<file path="config.mk">
export PLATFORM = sky130hd
export DESIGN_NAME = source_text_tokenizer_flat
export DESIGN_NICKNAME = d
export VERILOG_FILES = /design/src/hdl/stt_pkg.sv /design/src/hdl/stt_if.sv /design/src/hdl/stt_front.sv /design/src/hdl/stt_queue.sv /design/src/hdl/stt_back.sv /design/src/hdl/source_text_tokenizer.sv /design/src/flat_wrapper.sv
export SDC_FILE = /design/constraint.sdc
export NUM_CORES = 1
export LEC_CHECK = 0
export BUFFER_PORTS_ARGS = -buffer_cell sky130_fd_sc_hd__buf_2
export CORE_MARGIN = 4
export CORE_UTILIZATION = 41
export CTS_CLUSTER_SIZE = 25
export DETAILED_ROUTE_END_ITERATION = 7
export GPL_TIMING_DRIVEN = 0
export HOLD_SLACK_MARGIN = 0.05
export PLACE_DENSITY = 0.69
export RECOVER_POWER = 50
export SETUP_SLACK_MARGIN = 0.02
export SLEW_MARGIN = 20
export SYNTH_ARGS = -nofsm -noshare
export SYNTH_HDL_FRONTEND = slang
export SYNTH_SLANG_ARGS = --single-unit
</file>
<file path="constraint.sdc">
create_clock -name clk -period 4.4 [get_ports clk]
set_input_delay 0.22 -clock clk [delete_from_list [all_inputs] [get_ports clk]]
set_output_delay 0.22 -clock clk [all_outputs]
set_load 0.02 [all_outputs]
</file>
<file path="src/hdl/stt_pkg.sv">
// ---------------------------------------------------------------------------
// Tokeniser package
// Shared types, token kinds, character constants and the punctuation table.
// ---------------------------------------------------------------------------
package stt_pkg;

	localparam int QUEUE_DEPTH = 4;
	localparam int QPTR_W      = $clog2(QUEUE_DEPTH);
	localparam int QCNT_W      = $clog2(QUEUE_DEPTH + 1);

	localparam logic [4:0] KIND_NUMBER  = 5'd0;
	localparam logic [4:0] KIND_STRING  = 5'd1;
	localparam logic [4:0] KIND_EQ      = 5'd2;
	localparam logic [4:0] KIND_COLON   = 5'd3;
	localparam logic [4:0] KIND_COMMA   = 5'd4;
	localparam logic [4:0] KIND_SEMI    = 5'd5;
	localparam logic [4:0] KIND_LPAREN  = 5'd6;
	localparam logic [4:0] KIND_RPAREN  = 5'd7;
	localparam logic [4:0] KIND_LBRACE  = 5'd8;
	localparam logic [4:0] KIND_RBRACE  = 5'd9;
	localparam logic [4:0] KIND_PLUS    = 5'd10;
	localparam logic [4:0] KIND_MINUS   = 5'd11;
	localparam logic [4:0] KIND_STAR    = 5'd12;
	localparam logic [4:0] KIND_SLASH   = 5'd13;
	localparam logic [4:0] KIND_END     = 5'd14;
	localparam logic [4:0] KIND_IDENT   = 5'd15;
	localparam logic [4:0] KIND_UNKNOWN = 5'd16;

	localparam logic [7:0] CH_NUL    = 8'h00;
	localparam logic [7:0] CH_NL     = 8'h0A;
	localparam logic [7:0] CH_SPACE  = 8'h20;
	localparam logic [7:0] CH_QUOTE  = 8'h22;
	localparam logic [7:0] CH_LPAREN = 8'h28;
	localparam logic [7:0] CH_RPAREN = 8'h29;
	localparam logic [7:0] CH_STAR   = 8'h2A;
	localparam logic [7:0] CH_PLUS   = 8'h2B;
	localparam logic [7:0] CH_COMMA  = 8'h2C;
	localparam logic [7:0] CH_MINUS  = 8'h2D;
	localparam logic [7:0] CH_DOT    = 8'h2E;
	localparam logic [7:0] CH_SLASH  = 8'h2F;
	localparam logic [7:0] CH_0      = 8'h30;
	localparam logic [7:0] CH_9      = 8'h39;
	localparam logic [7:0] CH_COLON  = 8'h3A;
	localparam logic [7:0] CH_SEMI   = 8'h3B;
	localparam logic [7:0] CH_EQ     = 8'h3D;
	localparam logic [7:0] CH_UC_A   = 8'h41;
	localparam logic [7:0] CH_UC_Z   = 8'h5A;
	localparam logic [7:0] CH_LC_A   = 8'h61;
	localparam logic [7:0] CH_LC_Z   = 8'h7A;
	localparam logic [7:0] CH_LBRACE = 8'h7B;
	localparam logic [7:0] CH_RBRACE = 8'h7D;

	typedef enum logic [3:0] {
		MODE_IDLE   = 4'b0001,
		MODE_NUMBER = 4'b0010,
		MODE_IDENT  = 4'b0100,
		MODE_STRING = 4'b1000
	} scan_mode_t;

	typedef struct packed {
		logic [4:0] token_kind;
		logic [7:0] text_byte;
		logic       text_present;
		logic       first_of_token;
		logic       last_of_token;
	} res_t;

	// Up to two results caused by one input byte; slot a is used first.
	typedef struct packed {
		logic a_valid;
		res_t a;
		logic b_valid;
		res_t b;
	} entry_t;

	typedef struct packed {
		logic hit;
		logic [4:0] kind;
	} punct_t;

	function automatic punct_t punct_lookup(input logic [7:0] c);
		punct_t p;
		p.hit = 1'b1;
		case (c)
			CH_EQ:     p.kind = KIND_EQ;
			CH_COLON:  p.kind = KIND_COLON;
			CH_COMMA:  p.kind = KIND_COMMA;
			CH_SEMI:   p.kind = KIND_SEMI;
			CH_LPAREN: p.kind = KIND_LPAREN;
			CH_RPAREN: p.kind = KIND_RPAREN;
			CH_LBRACE: p.kind = KIND_LBRACE;
			CH_RBRACE: p.kind = KIND_RBRACE;
			CH_PLUS:   p.kind = KIND_PLUS;
			CH_MINUS:  p.kind = KIND_MINUS;
			CH_STAR:   p.kind = KIND_STAR;
			CH_SLASH:  p.kind = KIND_SLASH;
			default: begin
				p.hit  = 1'b0;
				p.kind = KIND_UNKNOWN;
			end
		endcase
		return p;
	endfunction

endpackage

</file>
<file path="src/hdl/stt_if.sv">
// ---------------------------------------------------------------------------
// Tokeniser channels
// Valid/ready channels for source bytes and for token result beats.
// ---------------------------------------------------------------------------
interface stt_byte_if;
	logic       valid;
	logic       ready;
	logic [7:0] char_byte;

	modport source (output valid, output char_byte, input ready);
	modport sink   (input valid, input char_byte, output ready);
endinterface

interface stt_token_if;
	logic       valid;
	logic       ready;
	logic [4:0] token_kind;
	logic [7:0] text_byte;
	logic       text_present;
	logic       first_of_token;
	logic       last_of_token;

	modport source (output valid, output token_kind, output text_byte, output text_present,
		output first_of_token, output last_of_token, input ready);
	modport sink   (input valid, input token_kind, input text_byte, input text_present,
		input first_of_token, input last_of_token, output ready);
endinterface

</file>
<file path="src/hdl/stt_front.sv">
// ---------------------------------------------------------------------------
// Tokeniser front end
// Classifies each byte, keeps the scan state and the held-back byte, and
// forms the results that the byte causes as one queue entry.
// ---------------------------------------------------------------------------
module stt_front (
	input  logic              clk,
	input  logic              arst_n,
	input  logic              accept,
	input  logic [7:0]        char_byte,
	output logic              push,
	output stt_pkg::entry_t   entry
);

	stt_pkg::scan_mode_t mode_q, mode_nxt;
	logic       held_valid_q, held_valid_nxt;
	logic [7:0] held_byte_q, held_byte_nxt;
	logic       held_first_q, held_first_nxt;

	logic            is_dig, is_let, cont, start_en;
	logic [4:0]      held_kind;
	stt_pkg::res_t   a_r, b_r;
	logic            a_v, b_v;
	stt_pkg::punct_t pl;

	always_comb begin
		is_dig = (char_byte >= stt_pkg::CH_0) && (char_byte <= stt_pkg::CH_9);
		is_let = ((char_byte >= stt_pkg::CH_LC_A) && (char_byte <= stt_pkg::CH_LC_Z)) ||
			((char_byte >= stt_pkg::CH_UC_A) && (char_byte <= stt_pkg::CH_UC_Z));
		pl = stt_pkg::punct_lookup(char_byte);

		case (mode_q)
			stt_pkg::MODE_NUMBER: held_kind = stt_pkg::KIND_NUMBER;
			stt_pkg::MODE_IDENT:  held_kind = stt_pkg::KIND_IDENT;
			default:              held_kind = stt_pkg::KIND_STRING;
		endcase

		case (mode_q)
			stt_pkg::MODE_NUMBER: cont = is_dig || (char_byte == stt_pkg::CH_DOT);
			stt_pkg::MODE_IDENT:  cont = is_dig || is_let;
			stt_pkg::MODE_STRING: cont = (char_byte != stt_pkg::CH_QUOTE) &&
				(char_byte != stt_pkg::CH_NUL);
			default:              cont = 1'b0;
		endcase

		a_v            = 1'b0;
		a_r            = '0;
		b_v            = 1'b0;
		b_r            = '0;
		start_en       = 1'b0;
		mode_nxt       = mode_q;
		held_valid_nxt = held_valid_q;
		held_byte_nxt  = held_byte_q;
		held_first_nxt = held_first_q;

		if (mode_q == stt_pkg::MODE_IDLE) begin
			start_en = 1'b1;
		end else if (cont) begin
			// Token goes on: the held byte leaves as an inner beat.
			if (held_valid_q) begin
				a_v = 1'b1;
				a_r = '{held_kind, held_byte_q, 1'b1, held_first_q, 1'b0};
			end
			held_first_nxt = !held_valid_q;
			held_valid_nxt = 1'b1;
			held_byte_nxt  = char_byte;
		end else begin
			// Token ends: the held byte, or an empty string, closes it.
			if (held_valid_q) begin
				a_v = 1'b1;
				a_r = '{held_kind, held_byte_q, 1'b1, held_first_q, 1'b1};
			end else if (mode_q == stt_pkg::MODE_STRING) begin
				a_v = 1'b1;
				a_r = '{stt_pkg::KIND_STRING, 8'h00, 1'b0, 1'b1, 1'b1};
			end
			mode_nxt       = stt_pkg::MODE_IDLE;
			held_valid_nxt = 1'b0;
			held_byte_nxt  = 8'h00;
			held_first_nxt = 1'b0;
			// A closing quote is consumed; anything else starts afresh.
			start_en = !((mode_q == stt_pkg::MODE_STRING) && (char_byte == stt_pkg::CH_QUOTE));
		end

		if (start_en) begin
			if ((char_byte == stt_pkg::CH_SPACE) || (char_byte == stt_pkg::CH_NL)) begin
				b_v = 1'b0;
			end else if (char_byte == stt_pkg::CH_NUL) begin
				b_v = 1'b1;
				b_r = '{stt_pkg::KIND_END, 8'h00, 1'b0, 1'b1, 1'b1};
			end else if (is_dig || is_let) begin
				mode_nxt       = is_dig ? stt_pkg::MODE_NUMBER : stt_pkg::MODE_IDENT;
				held_valid_nxt = 1'b1;
				held_byte_nxt  = char_byte;
				held_first_nxt = 1'b1;
			end else if (char_byte == stt_pkg::CH_QUOTE) begin
				mode_nxt       = stt_pkg::MODE_STRING;
				held_valid_nxt = 1'b0;
				held_first_nxt = 1'b0;
			end else begin
				b_v = 1'b1;
				b_r = '{pl.kind, char_byte, 1'b1, 1'b1, 1'b1};
			end
		end

		if (a_v) begin
			entry = '{1'b1, a_r, b_v, b_r};
		end else begin
			entry = '{b_v, b_r, 1'b0, stt_pkg::res_t'('0)};
		end
		push = accept && (a_v || b_v);
	end

	always_ff @(posedge clk or negedge arst_n) begin
		if (!arst_n) begin
			mode_q       <= stt_pkg::MODE_IDLE;
			held_valid_q <= 1'b0;
			held_byte_q  <= 8'h00;
			held_first_q <= 1'b0;
		end else if (accept) begin
			mode_q       <= mode_nxt;
			held_valid_q <= held_valid_nxt;
			held_byte_q  <= held_byte_nxt;
			held_first_q <= held_first_nxt;
		end
	end

	// A byte can only be held back inside a number, identifier or string.
	a_held_in_token: assert property (@(posedge clk) disable iff (!arst_n)
		held_valid_q |-> (mode_q != stt_pkg::MODE_IDLE))
		else $error("held byte outside a token");

endmodule

</file>
<file path="src/hdl/stt_queue.sv">
// ---------------------------------------------------------------------------
// Tokeniser entry queue
// Short first-in first-out queue between the front end and the back end.
// ---------------------------------------------------------------------------
module stt_queue (
	input  logic            clk,
	input  logic            arst_n,
	input  logic            push,
	input  stt_pkg::entry_t push_entry,
	input  logic            pop,
	output stt_pkg::entry_t pop_entry,
	output logic            full,
	output logic            empty
);

	stt_pkg::entry_t                slot_q [stt_pkg::QUEUE_DEPTH];
	logic [stt_pkg::QPTR_W-1:0]     wr_ptr_q, rd_ptr_q;
	logic [stt_pkg::QCNT_W-1:0]     count_q;

	localparam logic [stt_pkg::QPTR_W-1:0] PTR_LAST = stt_pkg::QPTR_W'(stt_pkg::QUEUE_DEPTH - 1);
	localparam logic [stt_pkg::QCNT_W-1:0] CNT_FULL = stt_pkg::QCNT_W'(stt_pkg::QUEUE_DEPTH);

	assign full      = (count_q == CNT_FULL);
	assign empty     = (count_q == '0);
	assign pop_entry = slot_q[rd_ptr_q];

	always_ff @(posedge clk) begin
		if (push) begin
			slot_q[wr_ptr_q] <= push_entry;
		end
	end

	always_ff @(posedge clk or negedge arst_n) begin
		if (!arst_n) begin
			wr_ptr_q <= '0;
			rd_ptr_q <= '0;
			count_q  <= '0;
		end else begin
			if (push) begin
				wr_ptr_q <= (wr_ptr_q == PTR_LAST) ? '0 : wr_ptr_q + 1'b1;
			end
			if (pop) begin
				rd_ptr_q <= (rd_ptr_q == PTR_LAST) ? '0 : rd_ptr_q + 1'b1;
			end
			case ({push, pop})
				2'b10:   count_q <= count_q + 1'b1;
				2'b01:   count_q <= count_q - 1'b1;
				default: count_q <= count_q;
			endcase
		end
	end

	a_no_overflow: assert property (@(posedge clk) disable iff (!arst_n) !(push && full))
		else $error("queue written while full");

	a_no_underflow: assert property (@(posedge clk) disable iff (!arst_n) !(pop && empty))
		else $error("queue read while empty");

endmodule

</file>
<file path="src/hdl/stt_back.sv">
// ---------------------------------------------------------------------------
// Tokeniser back end
// Takes queue entries and sends their one or two results out as beats
// through an output register.
// ---------------------------------------------------------------------------
module stt_back (
	input  logic                clk,
	input  logic                arst_n,
	input  logic                empty,
	input  stt_pkg::entry_t     head,
	output logic                pop,
	stt_token_if.source         tokens
);

	logic          out_valid_q;
	stt_pkg::res_t out_q;
	logic          pend_valid_q;
	stt_pkg::res_t pend_q;
	logic          out_free;

	assign out_free = !out_valid_q || tokens.ready;
	assign pop      = out_free && !pend_valid_q && !empty;

	always_ff @(posedge clk or negedge arst_n) begin
		if (!arst_n) begin
			out_valid_q  <= 1'b0;
			pend_valid_q <= 1'b0;
		end else if (out_free) begin
			if (pend_valid_q) begin
				out_valid_q  <= 1'b1;
				pend_valid_q <= 1'b0;
			end else if (!empty) begin
				out_valid_q  <= head.a_valid;
				pend_valid_q <= head.b_valid;
			end else begin
				out_valid_q <= 1'b0;
			end
		end
	end

	always_ff @(posedge clk) begin
		if (out_free) begin
			if (pend_valid_q) begin
				out_q <= pend_q;
			end else if (!empty) begin
				out_q  <= head.a;
				pend_q <= head.b;
			end
		end
	end

	assign tokens.valid          = out_valid_q;
	assign tokens.token_kind     = out_q.token_kind;
	assign tokens.text_byte      = out_q.text_byte;
	assign tokens.text_present   = out_q.text_present;
	assign tokens.first_of_token = out_q.first_of_token;
	assign tokens.last_of_token  = out_q.last_of_token;

	// The second result of an entry waits behind a first one in the output register.
	a_pend_behind_out: assert property (@(posedge clk) disable iff (!arst_n)
		pend_valid_q |-> out_valid_q)
		else $error("second result pending with no first result shown");

endmodule

</file>
<file path="src/hdl/source_text_tokenizer.sv">
// Source text tokeniser: source bytes enter on the chars channel, one per cycle while
// the queue is not full, and every accepted byte is classified in the cycle it arrives.
// The front end keeps one byte of a number, identifier or string held back until the
// next byte shows whether the token has ended; a byte causes zero, one or two result
// beats, and they are queued as one entry in a four-deep queue. The back end sends one
// beat per cycle from its output register while the token channel is ready, so the
// block takes a byte every cycle while the byte stream yields no more than one beat per
// byte and the token channel stays ready; a byte that both closes a token and yields a
// one-character token gives the back end two beats; the queue absorbs bursts of those.
// ---------------------------------------------------------------------------
// Source text tokeniser top level
// Front end, entry queue and back end joined by valid/ready channels.
// ---------------------------------------------------------------------------
module source_text_tokenizer (
	input  logic         clk,
	input  logic         arst_n,
	stt_byte_if.sink     chars,
	stt_token_if.source  tokens
);

	logic            accept, push, pop, full, empty;
	stt_pkg::entry_t push_entry, head;

	assign chars.ready = !full;
	assign accept      = chars.valid && !full;

	stt_front u_front (
		.clk       (clk),
		.arst_n    (arst_n),
		.accept    (accept),
		.char_byte (chars.char_byte),
		.push      (push),
		.entry     (push_entry)
	);

	stt_queue u_queue (
		.clk        (clk),
		.arst_n     (arst_n),
		.push       (push),
		.push_entry (push_entry),
		.pop        (pop),
		.pop_entry  (head),
		.full       (full),
		.empty      (empty)
	);

	stt_back u_back (
		.clk    (clk),
		.arst_n (arst_n),
		.empty  (empty),
		.head   (head),
		.pop    (pop),
		.tokens (tokens)
	);

endmodule

</file>
<file path="src/flat_wrapper.sv">
// flat-port wrapper written by rule: the top's interface ports become plain ports
module source_text_tokenizer_flat 
  (clk, arst_n, chars_valid, chars_char_byte, chars_ready, tokens_valid, tokens_token_kind, tokens_text_byte, tokens_text_present, tokens_first_of_token, tokens_last_of_token, tokens_ready);
  stt_byte_if chars_i ();
  stt_token_if tokens_i ();
  input  logic clk;
  input  logic arst_n;
  input wire logic [$bits(chars_i.valid)-1:0] chars_valid;
  input wire logic [$bits(chars_i.char_byte)-1:0] chars_char_byte;
  output wire logic [$bits(chars_i.ready)-1:0] chars_ready;
  output wire logic [$bits(tokens_i.valid)-1:0] tokens_valid;
  output wire logic [$bits(tokens_i.token_kind)-1:0] tokens_token_kind;
  output wire logic [$bits(tokens_i.text_byte)-1:0] tokens_text_byte;
  output wire logic [$bits(tokens_i.text_present)-1:0] tokens_text_present;
  output wire logic [$bits(tokens_i.first_of_token)-1:0] tokens_first_of_token;
  output wire logic [$bits(tokens_i.last_of_token)-1:0] tokens_last_of_token;
  input wire logic [$bits(tokens_i.ready)-1:0] tokens_ready;
  assign chars_i.valid = chars_valid;
  assign chars_i.char_byte = chars_char_byte;
  assign chars_ready = chars_i.ready;
  assign tokens_valid = tokens_i.valid;
  assign tokens_token_kind = tokens_i.token_kind;
  assign tokens_text_byte = tokens_i.text_byte;
  assign tokens_text_present = tokens_i.text_present;
  assign tokens_first_of_token = tokens_i.first_of_token;
  assign tokens_last_of_token = tokens_i.last_of_token;
  assign tokens_i.ready = tokens_ready;
  source_text_tokenizer u_core (.clk(clk), .arst_n(arst_n), .chars(chars_i), .tokens(tokens_i));
endmodule
</file>
# [Word level (Yosys, flattened, before mapping)]
# Memory sizes are Yosys's and may differ from the RTL's.
# Index checks and enable logic that the tools add are counted.
[classes] add_sub_neg=4 n_lt_le_gt_ge=6 eq_ne=27 mux=65 bitwise=2 n_reduce_logical=27
[ops] operator="two-way mux 16 bit" n=11
[ops] operator="== test 8 x 6 -> 1 bit, second input constant" n=13
[ops] operator="case mux 5 bit (12 select lines)" n=1
[ops] operator="two-way mux 8 bit" n=6
[ops] operator="two-way mux 34 bit" n=1
[ops] operator="two-way mux 1 bit" n=32
[ops] operator="two-way mux 4 bit" n=7
[ops] operator="== test 8 x 7 -> 1 bit, second input constant" n=2
[ops] operator="greater-or-equal comparator 8 x 7 -> 1 bit, second input constant" n=2
[ops] operator="less-or-equal comparator 8 x 7 -> 1 bit, second input constant" n=2
[ops] operator="two-way mux 12 bit" n=1
[ops] operator="logical AND 1 bit" n=9
[ops] operator="== test 8 x 4 -> 1 bit, second input constant" n=1
[ops] operator="greater-or-equal comparator 8 x 6 -> 1 bit, second input constant" n=1
[ops] operator="less-or-equal comparator 8 x 6 -> 1 bit, second input constant" n=1
[ops] operator="zero test 8 bit" n=1
[ops] operator="!= test 8 x 6 -> 1 bit, second input constant" n=1
[ops] operator="case mux 4 bit (2 select lines)" n=1
[ops] operator="nonzero test 8 bit" n=1
[ops] operator="== test 2 bit, second input constant" n=3
[ops] operator="zero test 1 bit" n=6
[ops] operator="logical OR 1 bit" n=6
[ops] operator="case mux 3 bit (2 select lines)" n=1
[ops] operator="adder 2 x 1 -> 2 bit, second input constant" n=2
[ops] operator="17 further kinds" n=19
[totals] regBits=55 ram_bits=136 in_bits=12 out_inout_bits=18 elab_cells=151 n_memories=1
[memory_table] memory="u_core.u_queue.slot_q" depth=4 word_bits=34 read_ports=1 rd_ports_with_merged_regs=0 write_ports=1 line_no="stt_queue.sv:16" rtl="stt_pkg::entry_t slot_q [stt_pkg::QUEUE_DEPTH];"

# [Logic depth before layout (Yosys ltp)]
# Gate-level depths: netlist of run 1.
[logic_depth] ltp_word=12 mapped_depth=13 depth_no_buf=12

# [Modules after synthesis]
# A second synthesis of run 1 with hierarchy kept.
[unflattened] cells_unflattened=462 area_unflattened_um2=8074.0
[modules_own_cells] module="stt_queue" instances=1 cells_each=216 area_per_inst_um2=5378.9
[modules_own_cells] module="stt_front" instances=1 cells_each=181 area_per_inst_um2=1400.1
[modules_own_cells] module="stt_back" instances=1 cells_each=63 area_per_inst_um2=1285.0
[modules_own_cells] module="source_text_tokenizer" instances=1 cells_each=2 area_per_inst_um2=10.0

# [Worst setup path after synthesis of run 1]
# Ideal clock, no wire load.
[synth_path] kind="register to register" from="register u_core.u_front.mode_q[1]" to="memory u_core.u_queue.slot_q[3][10] in the netlist's numbering, enable pin" arrival_time_ns=2.861 t_required_ns=4.008 setup_slack_ns=1.147 path_stages_with_launch=7 period_less_slack_ns=3.253 cell_sequence="dfrtp_1 -> or4b_1 -> clkbuf_1 -> mux2_1 -> a221o_1 -> a221oi_4 -> and2_1"
[synth_via] elab_chain_len=10 word_cells_on_any_way=18 cone_classes="eq/ne: 4; mux: 10; reduce/logical: 4"
[synth_rtl] item="from (decl)" line_no="stt_front.sv:15" rtl="stt_pkg::scan_mode_t mode_q, mode_nxt;"
[synth_rtl] item="from (signal assigned)" line_no="stt_front.sv:115" rtl="mode_q <= stt_pkg::MODE_IDLE;"
[synth_rtl] item="from (signal assigned)" line_no="stt_front.sv:120" rtl="mode_q <= mode_nxt;"
[synth_rtl] item="parallel branches: the longest is 6 deep, another holds == test 4 bit"
[synth_rtl] item="logical OR 1 bit *" line_no="stt_front.sv:110" rtl="push = accept && (a_v || b_v);"
[synth_rtl] item="logical AND 1 bit *" line_no="stt_front.sv:110"
[synth_rtl] item="two-way mux 1 bit *" line_no="stt_queue.sv:28" rtl="if (push) begin"
[synth_rtl] item="two-way mux 1 bit (implied by the code) *" line_no="stt_queue.sv:29" rtl="slot_q[wr_ptr_q] <= push_entry;"
[synth_rtl] item="to (decl)" line_no="stt_queue.sv:16"
# Mark *: on every way between the ends.

# [Worst setup path after layout of run 1]
[layout_path] from="register u_core.u_front.mode_q[0]" to="register u_core.u_queue.count_q[2] in the netlist's numbering"
[layout_via] elab_chain_len=10 word_cells_on_any_way=20 cone_classes="eq/ne: 6; mux: 9; reduce/logical: 5"
[layout_rtl] item="parallel branches: the longest is 6 deep, another holds == test 4 bit"
[layout_rtl] item="logical OR 1 bit *" line_no="stt_front.sv:110"
[layout_rtl] item="logical AND 1 bit *" line_no="stt_front.sv:110"
[layout_rtl] item="== test 2 x 1 -> 1 bit / == test 2 bit (equally long branches)" line_no="stt_queue.sv:45" rtl="case ({push, pop})"
[layout_rtl] item="case mux 3 bit (2 select lines) / nonzero test 2 bit (equally long branches)"
[layout_rtl] item="to (signal assigned)" line_no="stt_queue.sv:46" rtl="2'b10: count_q <= count_q + 1'b1;"
[layout_rtl] item="to (signal assigned)" line_no="stt_queue.sv:47" rtl="2'b01: count_q <= count_q - 1'b1;"
[layout_rtl] item="to (signal assigned)" line_no="stt_queue.sv:48" rtl="default: count_q <= count_q;"
[layout_rtl] item="to (decl)" line_no="stt_queue.sv:18" rtl="logic [stt_pkg::QCNT_W-1:0] count_q;"
# Marked as above.
# A chain may end at the register's enable or synchronous reset.

==> results.json, run 1 <==
{
  "synth_top_area_share": 0.618,
  "p_per_area_mw_per_mm2": 672,
  "finalWeightedCongestion": 0.923,
  "ir_drop_mv": 0.306,
  "cts-root-buf": "clkbuf_16",
  "reg2reg_depth": 11,
  "dieArea_mm2": 0.0211,
  "io_pins": 30,
  "portBuffers": 27,
  "grt_busiest_layer": "met2",
  "setup_ws_ps": 668,
  "holdPathStages": 2,
  "fill_cells": 1601,
  "crit_type": "register to register",
  "worstHoldEndpoint": "u_core.u_front.held_byte_q[7]$_DFFE_PN0P_",
  "synthTopCellsByArea": "edfxtp_1 62%, mux4_2 9.3%, dfrtp_1 7.1%",
  "syn_avg_cell_area_um2": 16.0,
  "htreeDepth": 4,
  "slowest_delay_ps": 1250,
  "grt_setup_unrepaired": "no",
  "slew_viol_final": 1,
  "coreArea_mm2": 0.0183,
  "wl_per_cell_um": 19.9,
  "layout_commonest_cell": "edfxtp_1",
  "synthesis.area_mm2": 0.00772,
  "clock_skew_ps": 10.6,
  "status": "complete, but fails checks",
  "die_x_um": 145,
  "min_from": "chars_char_byte[7]",
  "core.rowCount": 49,
  "yosysSeqAreaShare": 0.693,
  "layout_common_cells": "159 x edfxtp_1, 63 x nand2_1, 42 x clkbuf_1, 32 x mux4_2, 22 x dfrtp_1",
  "r2r_slack_ps": 670,
  "period_needed_ps": 3730,
  "required_ps": 4740,
  "pre_cts_ws_ps": 1060,
  "finalNonFillerCells": 779,
  "met2_usage": 0.248,
  "crit_arrival_ps": 4070,
  "p_leak_nw": 3.08,
  "vias_per_cell": 5.66,
  "die_h_um": 145,
  "grt_antenna_before_repair": 0,
  "clk_pin_slew_worst_paths_ps": 70,
  "syn2layout_area_growth_pct": 13.5,
  "grt_overflow": 0,
  "clk_path_buf_depth": 2,
  "cp-start-kind": "register",
  "remaining_drc_errors": 0,
  "grt_pass1_vias": 4460,
  "ys.warnings.count": 0,
  "ys_ff_latch": 182,
  "synth_top_area_cell": "edfxtp_1",
  "final_area_mm2": 0.00877,
  "slew_headroom": -0.00359,
  "crit_chain": "nor4b_1 > o2111ai_1 > o311ai_0 > a221oi_4 > inv_1 > ha_1 > inv_1 > fa_1 > xor2_1 > nor2_1 > xor2_1",
  "finalPower_mw": 5.89,
  "cp_slowest_cell": "nor4b_1",
  "yosys.cell_types.count": 58,
  "cts_tree": "done",
  "worst-slew-pin-transition_ps": 1480,
  "grt_use_met1": 0.205,
  "ant_nets": 0,
  "grt_max_degree": 25,
  "dr.pass1.iters": 5,
  "post_cts_buffers": 0,
  "grt_first_pass_wirelength_mm": 25.1,
  "path_max_fanout": 7,
  "fmax_ghz": 0.268,
  "clock_latency_ps": 420,
  "grt_use_total": 0.152,
  "place_inst": 746,
  "final_nets": 556,
  "drive_gt1_frac": 0.169,
  "grt_use_met3": 0.0384,
  "finalCritPeriodShare": 0.848,
  "synth_enable_flop_cells": 159,
  "cts_sinks": 182,
  "reg2reg_to": "u_core.u_queue.count_q[2]$_DFFE_PN0P_",
  "cts-resized-gates": 0,
  "synth_nets": 503,
  "cts_buffers": 17,
  "detailroute.via_count": 4412,
  "max_cap_violations": 1,
  "totalWireLength_mm": 15.5,
  "final_hold_viol_count": 0,
  "violations": "max-capacitance violations, max-slew violations",
  "initial_core_util": 0.423,
  "post-dp-hpwl_mm": 10.9,
  "detail_route.iter0.violations": 361,
  "endpoint_kind": "register",
  "reg2reg_from": "u_core.u_front.mode_q[0]$_DFFE_PN1P_",
  "whs_ps": 90.1,
  "placed_area_mm2": 0.00827,
  "setup_viol": 0,
  "min_path_type": "primary input to register",
  "syn_inst": 484,
  "ys.flop_type": "edfxtp_1",
  "async_flop_share": 0.126,
  "antenna_cells": 0
}
-- where the power goes --
part	switching, mW	internal, mW
sequential	0.150	2.55
combinational	1.08	0.670
clock	0.648	0.793
total	1.87	4.01
-- logic make-up after synthesis --
| logic type | share of synthesized area |
|---|---|
| xor+xnor | 0.00794 |
| simple gates | 0.0957 |
| flops | 0.693 |
| fa+ha+maj | 0.0123 |
| mux | 0.108 |
| buf+inv | 0.0199 |
| compound gates | 0.0638 |
-- how the worst max path moves through the flow --
stage | startpoint | end | slack, ps | cells past startpoint
floorplan | u_core.u_front.mode_q[1]$_DFFE_PN0P_ | u_core.u_queue.slot_q[3][10]$_DFFE_PP_ | 1150 | 6
global placement | u_core.u_front.mode_q[1]$_DFFE_PN0P_ | u_core.u_queue.slot_q[1][14]$_DFFE_PP_ | -40 | 4
detailed placement | chars_char_byte[6] | u_core.u_queue.slot_q[3][29]$_DFFE_PP_ | 1060 | 8
CTS | u_core.u_front.mode_q[0]$_DFFE_PN1P_ | u_core.u_queue.count_q[2]$_DFFE_PN0P_ | 1160 | 11
global route | u_core.u_front.mode_q[1]$_DFFE_PN0P_ | u_core.u_queue.count_q[2]$_DFFE_PN0P_ | 450 | 11
finish | u_core.u_front.mode_q[0]$_DFFE_PN1P_ | u_core.u_queue.count_q[2]$_DFFE_PN0P_ | 670 | 11
-- synth_stat cells (3+ instances only) --
cell type / count
inv_1: 12
nor3_1: 12
a21oi_1: 8
xnor2_1: 3
nor4_1: 3
dfrtp_1: 22
clkbuf_1: 17
mux4_2: 32
nand4_1: 3
nand2_1: 63
mux2_1: 3
o31ai_1: 4
o21ai_0: 12
buf_1: 5
nand2b_1: 3
a32o_1: 5
ha_1: 6
mux2_2: 5
nor2_1: 20
edfxtp_1: 159
nand3_1: 3
xor2_1: 4
and2_1: 11
nor4b_1: 5
a22o_1: 14
nor2b_1: 4
-- sequential cells by signal (all words and copies together) (netlist names), 2 cells and up --
signal	count
u_core.u_back.tokens.token_kind	5
u_core.u_front.mode_q	4
u_core.u_queue.rd_ptr_q	2
u_core.u_front.held_byte_q	8
u_core.u_queue.count_q	3
u_core.u_queue.wr_ptr_q	2
u_core.u_queue.slot_q	128
u_core.u_back.pend_q	15
u_core.u_back.tokens.text_byte	8
-- final cells by class --
type / count / area (µm²) / area share
Sequential cell: 182 / 5350 / 0.610
Tap cell: 229 / 287 / 0.0327
Timing Repair Buffer: 34 / 209 / 0.0238
Inverter: 13 / 48.8 / 0.00557
Multi-Input combinational cell: 265 / 2200 / 0.251
Clock inverter: 15 / 149 / 0.0170
Buffer: 24 / 97.6 / 0.0111
Clock buffer: 17 / 425 / 0.0485
-- metal layers --
metal  up-vias  wire length (µm)
met5         -                 0
met4         0               175
met3        15               964
met2       161              7590
met1      2237              6740
li1       1999                 -
-- metrics by stage --
| step | setup TNS (ps) | utilization |
|---|---|---|
| finish | 0 | 0.480 |
| global route | 0 | 0.480 |
| CTS | 0 | 0.484 |
| detailed placement | 0 | 0.452 |
| global placement | -3810 | 0.446 |
| floorplan | 0 | - |
-- worst max-delay path, delay by kind of cell (launching register included) --
kind	cells	cell delay (ps)
XOR/XNOR	2	320
flip-flops	1	420
AO/OA/AOI/OAI	3	820
buffers and inverters	2	180
adder cells (fa/ha/maj)	2	550
AND/OR/NAND/NOR	2	1360
-- what timing repair did --
action,in CTS,in global routing
setup endpoints to repair,0,0
endpoints found under the hold margin,22,0
hold buffers,1,0
Note: power is estimated with default switching activity, not from simulation.
==> run 2: changes to the inputs <==
Settings changed: PLACE_DENSITY 0.69 to 0.71.
Clock period 4.4 ns to 3.4 ns, I/O delays scaled along.
==> run 2 against run 1 <==
Wire length fell by 1.1%. Sequential power increased by 29%. Largest cell class unchanged. The flow now finishes without violations. Die area stayed put. First-iteration DRC count is 16% higher. Global-route usage fell by 0.16 points. Clock skew shrank 3.1 ps.
==> results.json, run 2 (same netlist as run 1, synthesis figures left out) <==
{
  "crit_type": "register to register",
  "largest_reg_flops": 128,
  "endpoint_kind": "register",
  "finalWeightedCongestion": 0.912,
  "reg2reg_depth": 8,
  "syn2layout_area_growth_pct": 13.7,
  "whs_ps": 79.3,
  "remaining_drc_errors": 0,
  "holdPathStages": 4,
  "setup_viol": 0,
  "dieArea_mm2": 0.0211,
  "max_cap_violations": 0,
  "netSwitchingPower_mw": 2.35,
  "clkPwrFrac": 0.241,
  "clock_skew_ps": 7.51,
  "detail_route.iter0.violations": 418,
  "multi_input_area_mm2": 0.00221,
  "crit_chain": "or4b_1 > clkbuf_1 > mux2_1 > a221o_1 > a221oi_4 > buf_4 > and2_2 > buf_12",
  "status": "complete, no violations",
  "grt_antenna_before_repair": 0,
  "final_nets": 559,
  "coreArea_mm2": 0.0183,
  "cts-root-buf": "clkbuf_16",
  "antenna_cells": 0,
  "regArea_mm2": 0.00535,
  "slew_viol_final": 0,
  "clk_pin_slew_worst_paths_ps": 60,
  "p_leak_nw": 3.07,
  "crit_family": "simple AND/OR/NAND/NOR gates",
  "place_inst": 746,
  "initial_core_util": 0.423,
  "ant_nets": 0,
  "die_h_um": 145,
  "layout_commonest_cell": "edfxtp_1",
  "grt_first_pass_wirelength_mm": 24.6,
  "grt_max_degree": 28,
  "fill_cells": 1540,
  "detailroute.via_count": 4434,
  "post-dp-hpwl_mm": 10.7,
  "clock_latency_ps": 420,
  "htreeDepth": 4,
  "io_pins": 30,
  "grt_use_total": 0.151,
  "path_max_fanout": 26,
  "worst-slew-pin-transition_ps": 1300,
  "required_ps": 3520,
  "cp_slowest_cell": "or4b_1",
  "grt_overflow": 0,
  "grt_pass1_vias": 4356,
  "slowest_delay_ps": 540,
  "dr.pass1.iters": 5,
  "pwr-share-seq": 0.460,
  "cts_tree": "done",
  "final_hold_viol_count": 0,
  "reg_top3": "u_core.u_queue.slot_q x128, u_core.u_back.pend_q x15",
  "worst-path-stages": 8,
  "slew_headroom": 0.134,
  "clk_path_buf_depth": 2,
  "utilization": 0.481,
  "internal_power_mw": 5.24,
  "totalWireLength_mm": 15.3,
  "cp-start-kind": "register",
  "p_sw_frac": 0.309,
  "crit_buf_inv": 3,
  "min_path_type": "primary input to register",
  "grt_setup_unrepaired": "no",
  "crit_arrival_ps": 3320,
  "die_x_um": 145,
  "finalNonFillerCells": 780,
  "combPwrFrac": 0.300,
  "cts_sinks": 182,
  "vias_per_cell": 5.68,
  "period_needed_ps": 3200,
  "fmax_ghz": 0.312,
  "portBuffers": 27,
  "layout_common_cells": "159 x edfxtp_1, 63 x nand2_1, 44 x clkbuf_1, 32 x mux4_2, 21 x dfrtp_1",
  "wl_per_cell_um": 19.6,
  "drive_gt1_frac": 0.167,
  "cts_buffers": 17,
  "regMostFlops": "u_core.u_queue.slot_q",
  "finalCritPeriodShare": 0.941,
  "p_per_area_mw_per_mm2": 864,
  "core.rowCount": 49,
  "ir_drop_mv": 0.400
}
## run 2: cell count changes in the layout (fill, tap and decap cells not counted), sizes merged
| cell | delta |
|---|---|
| inv | -4 |
| clkbuf | +3 |
| clkinv | -3 |
| buf | +2 |
| bufinv | +1 |
| clkinvlp | +1 |
| dlygate4sd3 | +1 |
## run 2: what timing repair did
| action | in CTS | in global routing |
|---|---|---|
| gates resized for setup | 0 | 3 |
| endpoints found under the setup margin | 0 | 5 |
| setup buffers | 0 | 2 |
| endpoints found under the hold margin | 23 | 0 |
| hold buffers | 2 | 0 |
## run 2: layout make-up
| class | count | share of cell area |
|---|---|---|
| Sequential cell | 182 | 0.609 |
| Multi-Input combinational cell | 265 | 0.252 |
| Clock buffer | 20 | 0.0497 |
| Tap cell | 229 | 0.0326 |
| Timing Repair Buffer | 37 | 0.0266 |
| Clock inverter | 10 | 0.0124 |
| Buffer | 24 | 0.0120 |
| Inverter | 13 | 0.00556 |
## run 2: per-layer routing
layer | GRT usage | routed length (µm)
met5 | 0 | 0
met4 | 0.0465 | 134
met2 | 0.237 | 7370
met3 | 0.0337 | 809
met1 | 0.211 | 7000
## run 2: worst paths after layout
| path | startpoint | end | slack [ps] |
|---|---|---|---|
| hold / removal | tokens_ready | u_core.u_back.tokens.valid$_DFFE_PN0N_ | 80 |
| hold reg to reg | u_core.u_queue.count_q[0]$_DFFE_PN0P_ | u_core.u_queue.count_q[0]$_DFFE_PN0P_ | 500 |
| min in group asynchronous | arst_n | u_core.u_queue.count_q[1]$_DFFE_PN0P_ | 560 |
| setup reg to reg | u_core.u_front.mode_q[0]$_DFFE_PN1P_ | u_core.u_queue.slot_q[2][13]$_DFFE_PP_ | 200 |
| max in group asynchronous | arst_n | u_core.u_front.mode_q[1]$_DFFE_PN0P_ | 1980 |
| setup / recovery | u_core.u_front.mode_q[0]$_DFFE_PN1P_ | u_core.u_queue.slot_q[2][13]$_DFFE_PP_ | 200 |
## run 2: per-stage QoR
step | total power, mW | instance area [µm²] | setup TNS (ps) | worst slack [ps]
global placement | 5.71 | 8150 | -116280 | -915
floorplan | 5.11 | 7720 | 0 | 147
global route | 8.03 | 8780 | 0 | 14.8
CTS | 7.70 | 8830 | 0 | 187
detailed placement | 5.89 | 8270 | 0 | 121
finish | 7.59 | 8780 | 0 | 200
## run 2: worst register-to-register path, delay by kind of cell, from the launching register on
| family | cells | cell delay [ps] |
|---|---|---|
| multiplexers | 1 | 330 |
| buffers and inverters | 3 | 600 |
| AO/OA/AOI/OAI | 2 | 710 |
| AND/OR/NAND/NOR | 2 | 830 |
| flip-flops | 1 | 420 |
## run 2: power by group through the flow
| stage | registers (mW) | logic, mW | clock network, mW |
|---|---|---|---|
| after floorplan | 3.63 | 1.49 | 0 |
| after global placement | 3.52 | 2.19 | 0 |
| after detailed placement | 3.53 | 2.36 | 0 |
| after CTS | 3.49 | 2.36 | 1.85 |
| after global routing | 3.54 | 2.52 | 1.97 |
| final | 3.49 | 2.28 | 1.83 |
